--- config.mk ---
export PLATFORM = sky130hd
export DESIGN_NAME = sor_div
export DESIGN_NICKNAME = d
export VERILOG_FILES = /design/src/hw/rtl/sor_pkg.sv /design/src/hw/rtl/sor_div.sv
export SDC_FILE = /design/constraint.sdc
export NUM_CORES = 1
export LEC_CHECK = 0
export BUFFER_PORTS_ARGS = -buffer_cell sky130_fd_sc_hd__buf_2
export CAP_MARGIN = 20
export CORE_UTILIZATION = 36
export DETAILED_ROUTE_END_ITERATION = 16
export PLACE_DENSITY_LB_ADDON = 0.05
export RECOVER_POWER = 25
export SKIP_LAST_GASP = 1
export SYNTH_ARGS = -nofsm -noshare
export SYNTH_HDL_FRONTEND = slang
export SYNTH_SLANG_ARGS = --single-unit
--- constraint.sdc ---
create_clock -name aclk -period 7.4 [get_ports aclk]
set_input_delay 1.11 -clock aclk [delete_from_list [all_inputs] [get_ports aclk]]
set_output_delay 1.11 -clock aclk [all_outputs]
set_load 0.1 [all_outputs]
--- src/hw/rtl/sor_pkg.sv ---
// ----------------------------------------------------------------------------
// sor_pkg: shared types and constants for the SOR stencil relaxation block
// Node store sizing, operation codes, register map and divider interface.
// ----------------------------------------------------------------------------
package sor_pkg;

    localparam int NODE_COUNT = 4096;
    localparam int NODE_AW    = $clog2(NODE_COUNT);
    localparam int IDX_W      = 12;

    localparam logic [1:0] OP_LOAD  = 2'd0;
    localparam logic [1:0] OP_RELAX = 2'd1;
    localparam logic [1:0] OP_SWEEP = 2'd2;
    localparam logic [1:0] OP_READ  = 2'd3;

    localparam logic REG_RELAX_FACTOR = 1'b0;
    localparam logic REG_SMALL_LIMIT  = 1'b1;

    localparam int DIV_W     = 68;
    localparam int DIVR_W    = 32;
    localparam int DIV_STEPS = DIV_W / 2;

    typedef struct packed {
        logic              start;
        logic [DIV_W-1:0]  dividend;
        logic [DIVR_W-1:0] divisor;
    } div_req_t;

    typedef struct packed {
        logic              busy;
        logic              done;
        logic [DIV_W-1:0]  quotient;
    } div_rsp_t;

    // Map a 12-bit node index onto a store address, wrapping at the store size.
    function automatic logic [NODE_AW-1:0] slot(input logic [IDX_W-1:0] idx);
        logic [IDX_W-1:0] m;
        if (NODE_COUNT >= (1 << IDX_W)) begin
            return NODE_AW'(idx);
        end else begin
            m = IDX_W'(idx % NODE_COUNT);
            return NODE_AW'(m);
        end
    endfunction

endpackage

--- src/hw/rtl/sor_div.sv ---
// ----------------------------------------------------------------------------
// sor_div: radix-4 restoring unsigned divider
// Two quotient bits per cycle; quotient holds until the next start.
// ----------------------------------------------------------------------------
module sor_div import sor_pkg::*; (
    input  logic     aclk,
    input  logic     aresetn,
    input  div_req_t req,
    output div_rsp_t rsp
);

    typedef enum logic {D_IDLE, D_RUN} dstate_t;

    localparam int CNT_W = $clog2(DIV_STEPS + 1);

    dstate_t           state_reg;
    logic [CNT_W-1:0]  cnt_reg;
    logic [DIV_W-1:0]  num_reg;
    logic [DIVR_W-1:0] rem_reg;
    logic [DIVR_W-1:0] den_reg;
    logic              done_reg;

    logic [DIVR_W:0]   r1, r2;
    logic              q1, q2;
    logic [DIVR_W-1:0] rem_next;

    always_comb begin
        r1 = {rem_reg, num_reg[DIV_W-1]};
        q1 = (r1 >= {1'b0, den_reg});
        if (q1) begin
            r1 = r1 - {1'b0, den_reg};
        end
        r2 = {r1[DIVR_W-1:0], num_reg[DIV_W-2]};
        q2 = (r2 >= {1'b0, den_reg});
        if (q2) begin
            r2 = r2 - {1'b0, den_reg};
        end
        rem_next = r2[DIVR_W-1:0];
    end

    always_ff @(posedge aclk) begin
        if (!aresetn) begin
            state_reg <= D_IDLE;
            cnt_reg   <= '0;
            done_reg  <= 1'b0;
        end else begin
            done_reg <= 1'b0;
            case (state_reg)
                D_IDLE: begin
                    if (req.start) begin
                        num_reg   <= req.dividend;
                        den_reg   <= req.divisor;
                        rem_reg   <= '0;
                        cnt_reg   <= CNT_W'(DIV_STEPS - 1);
                        state_reg <= D_RUN;
                    end
                end
                D_RUN: begin
                    num_reg <= {num_reg[DIV_W-3:0], q1, q2};
                    rem_reg <= rem_next;
                    cnt_reg <= cnt_reg - 1'b1;
                    if (cnt_reg == '0) begin
                        done_reg  <= 1'b1;
                        state_reg <= D_IDLE;
                    end
                end
                default: state_reg <= D_IDLE;
            endcase
        end
    end

    assign rsp.busy     = (state_reg == D_RUN);
    assign rsp.done     = done_reg;
    assign rsp.quotient = num_reg;

endmodule

==> run metrics <==
Clock Power Share=22.6%; HP Start=cnt_reg[4]$_SDFFE_PN0N_; Placer Congestion=0.849; Final Slew Violations=66; Net Sw Frac=43.5%; PostCTS Resize Cnt=0; Ys Warns=0; share of layout cells above drive strength 1=28.2%; combinational cell fraction of total power=49.9%; DRT antenna net count=0; count leader, synth=edfxtp_1; Pre-Repair DR Iteration Count=5; Tmin final=6.61 ns; Setup WS pre-CTS=0.823 ns; RR Endpoint=rem_reg[25]$_SDFFCE_PN0P_; critical path arrival=6.80 ns; DP Wirelength=21400 um; CTS max path bufs=2; Max Clk Rate=151 MHz; reg2reg setup slack=0.79 ns; via count=8176; H-tree depth=4; synth-to-layout area growth=17.2%; Critical Path Fanout Max=16; endpoints failing setup=0; IO Pins=173; Final Util=43.0%; Starting Density=36.7%; CTS tree=built; worst slew pin tran=3.53 ns; Distinct cells, synth=77; Hold Slack=0.477 ns; Async S/R FF share, synth=0%; status=finished with violations; worst vdd ir=220 uV; Hold EP=cnt_reg[4]$_SDFFE_PN0N_; grt ovf=0; crit end category=flip-flop; row count=60; Total GRT Usage=20.8%; die area=0.0282 mm2; WL final=28800 um; Seq cells post-synth=140; worst min path class=flip-flop to flip-flop; Seq/Total Area, Yosys=41.6%; TNS Setup=0 ns; failing checks=max-capacitance violations, max-slew violations; max cap viols=1; max FFs per register=68; Mapped Nets=1131; Post-synth top flop=edfxtp_1; Sequential Power Share=27.4%; DR vias/cell=5.55; share of the synthesized area in the top cell type=40.0%; Setup Fix Bufs, Post-CTS=0; leakage=4.77 nW; Yosys top cell by area=edfxtp_1; final worst slack=0.788 ns; Int Pwr=2.10 mW; pwr/cell area=320 mW/mm2; clk root buf=clkbuf_16; r2r worst-path depth=23; Reg-to-Reg Start=num_reg[67]$_DFFE_PP_; Die Y-Extent=168 um; Post-synth EDFFs=132; CTS Buf Count=17; Diodes inserted=0; Buffers on Ports=172; DRC viols=0; Final Hold Vio Count=0; TritonCTS Sinks=140; worst setup path class=flip-flop to flip-flop; first-pass GRT wire length=45200 um; initial antenna violation count=1; cells after synthesis=960; core area=0.0270 mm2; Clock Latency Late Sink=0.43 ns; clock-pin slew of the registers on the worst-case setup and hold paths=0.07 ns; vias in the first global route=8153; Mapped Area=0.00992 mm2; # hold bufs at CTS=0; 1st-iter DRT viols=602; nets=1291; largest net degree at the start of global routing=70; Post-synth top cells=edfxtp_1, a21oi_1, mux2_2; post-route clock period utilization=89.3%; Hold Path Stages=2; required time worst endpoint=7.59 ns; die width=168 um; largest cells by area after synthesis=edfxtp_1, mux2_2, ha_1; Critical Path Start Type=flip-flop; WL/cell=19.6 um; Worst Skew=0.0102 ns; RSZ-0062 raised after global routing=false; synthesized area per cell=10.3 um2; Rel. slew slack=-135%; Psw=1.62 mW
==> power by group through the flow <==
stage | sequential [mW] | clock (mW) | combinational, mW
finish | 1.02 | 0.841 | 1.86
CTS | 1.02 | 0.860 | 1.85
global route | 1.03 | 0.890 | 2.04
floorplan | 1.22 | 0 | 1.25
global placement | 1.04 | 0 | 1.83
detailed placement | 1.04 | 0 | 1.84
==> per-stage QoR <==
stage,power (mW),instance area [um2],cells
6_report,3.72,11600,1474
5_1_grt,3.96,11600,1474
4_1_cts,3.73,11600,1474
3_5_place_dp,2.87,11100,1442
3_3_place_gp,2.86,11100,1441
2_1_floorplan,2.47,9920,960
==> cells by family after synthesis <==
family	Yosys count	share of synthesized area, %
AND/OR/NAND/NOR	227	11.7
adder cells (fa/ha/maj)	68	8.73
AO/OA/AOI/OAI	288	19.6
XOR/XNOR	45	3.97
multiplexers	87	9.81
buffers and inverters	105	4.63
flip-flops	140	41.6
==> area by class of cell <==
class / count / area [um2]
well taps: 341 / 427
repair buffers: 179 / 927
fillers: 2693 / 15400
clock inverters: 15 / 125
clock buffers: 17 / 425
multi-input cells: 715 / 5350
flip-flops and latches: 140 / 4120
inverters: 67 / 251
==> per-layer routing <==
| metal | track usage (%) | wire length, um | up-vias |
|---|---|---|---|
| met4 | 6.06 | 487 | 2 |
| met3 | 5.57 | 2090 | 35 |
| met2 | 33.4 | 13100 | 275 |
| met1 | 27.3 | 13200 | 3900 |
| met5 | 0 | 8 | - |
| li1 | - | - | 3964 |
==> worst max-delay path by stage <==
stage                                 to  cells after the start             startpoint  slack [ns]
3_5_place_dp   rem_reg[25]$_SDFFCE_PN0P_                     23  num_reg[67]$_DFFE_PP_        0.82
4_1_cts        rem_reg[25]$_SDFFCE_PN0P_                     23  num_reg[67]$_DFFE_PP_        0.79
3_3_place_gp   rem_reg[21]$_SDFFCE_PN0P_                     21  num_reg[67]$_DFFE_PP_        0.80
5_1_grt        rem_reg[25]$_SDFFCE_PN0P_                     23  num_reg[67]$_DFFE_PP_        0.49
2_1_floorplan       num_reg[0]$_DFFE_PP_                      2                aresetn        1.45
6_report       rem_reg[25]$_SDFFCE_PN0P_                     23  num_reg[67]$_DFFE_PP_        0.79
==> cells in the final DEF (no fill, tap or decap), types with 38 or more instances in the layout <==
master / n
nor2_1: 43
a21oi_1: 88
mux2_2: 81
ha_1: 66
inv_1: 66
nand3_1: 38
edfxtp_1: 132
nand2_1: 50
o21ai_0: 46
buf_2: 170
==> critical path: stages (launching register included) <==
cell,delay [ns]
edfxtp_1,0.38
inv_1,0.14
ha_1,0.19
inv_1,0.05
fa_1,0.40
a21o_1,0.21
a2111o_1,0.41
a31oi_1,0.45
o211ai_1,0.24
a31o_2,0.34
a31oi_1,0.22
xnor2_1,0.12
mux2i_1,0.30
inv_1,0.08
ha_1,0.34
and3_1,0.24
and3_1,0.17
a211oi_1,0.22
o21ai_0,0.19
or2_2,0.38
a221oi_4,0.61
buf_4,0.36
a211oi_1,0.12
o21a_1,0.21
Note: power is estimated with default switching activity, not from simulation.
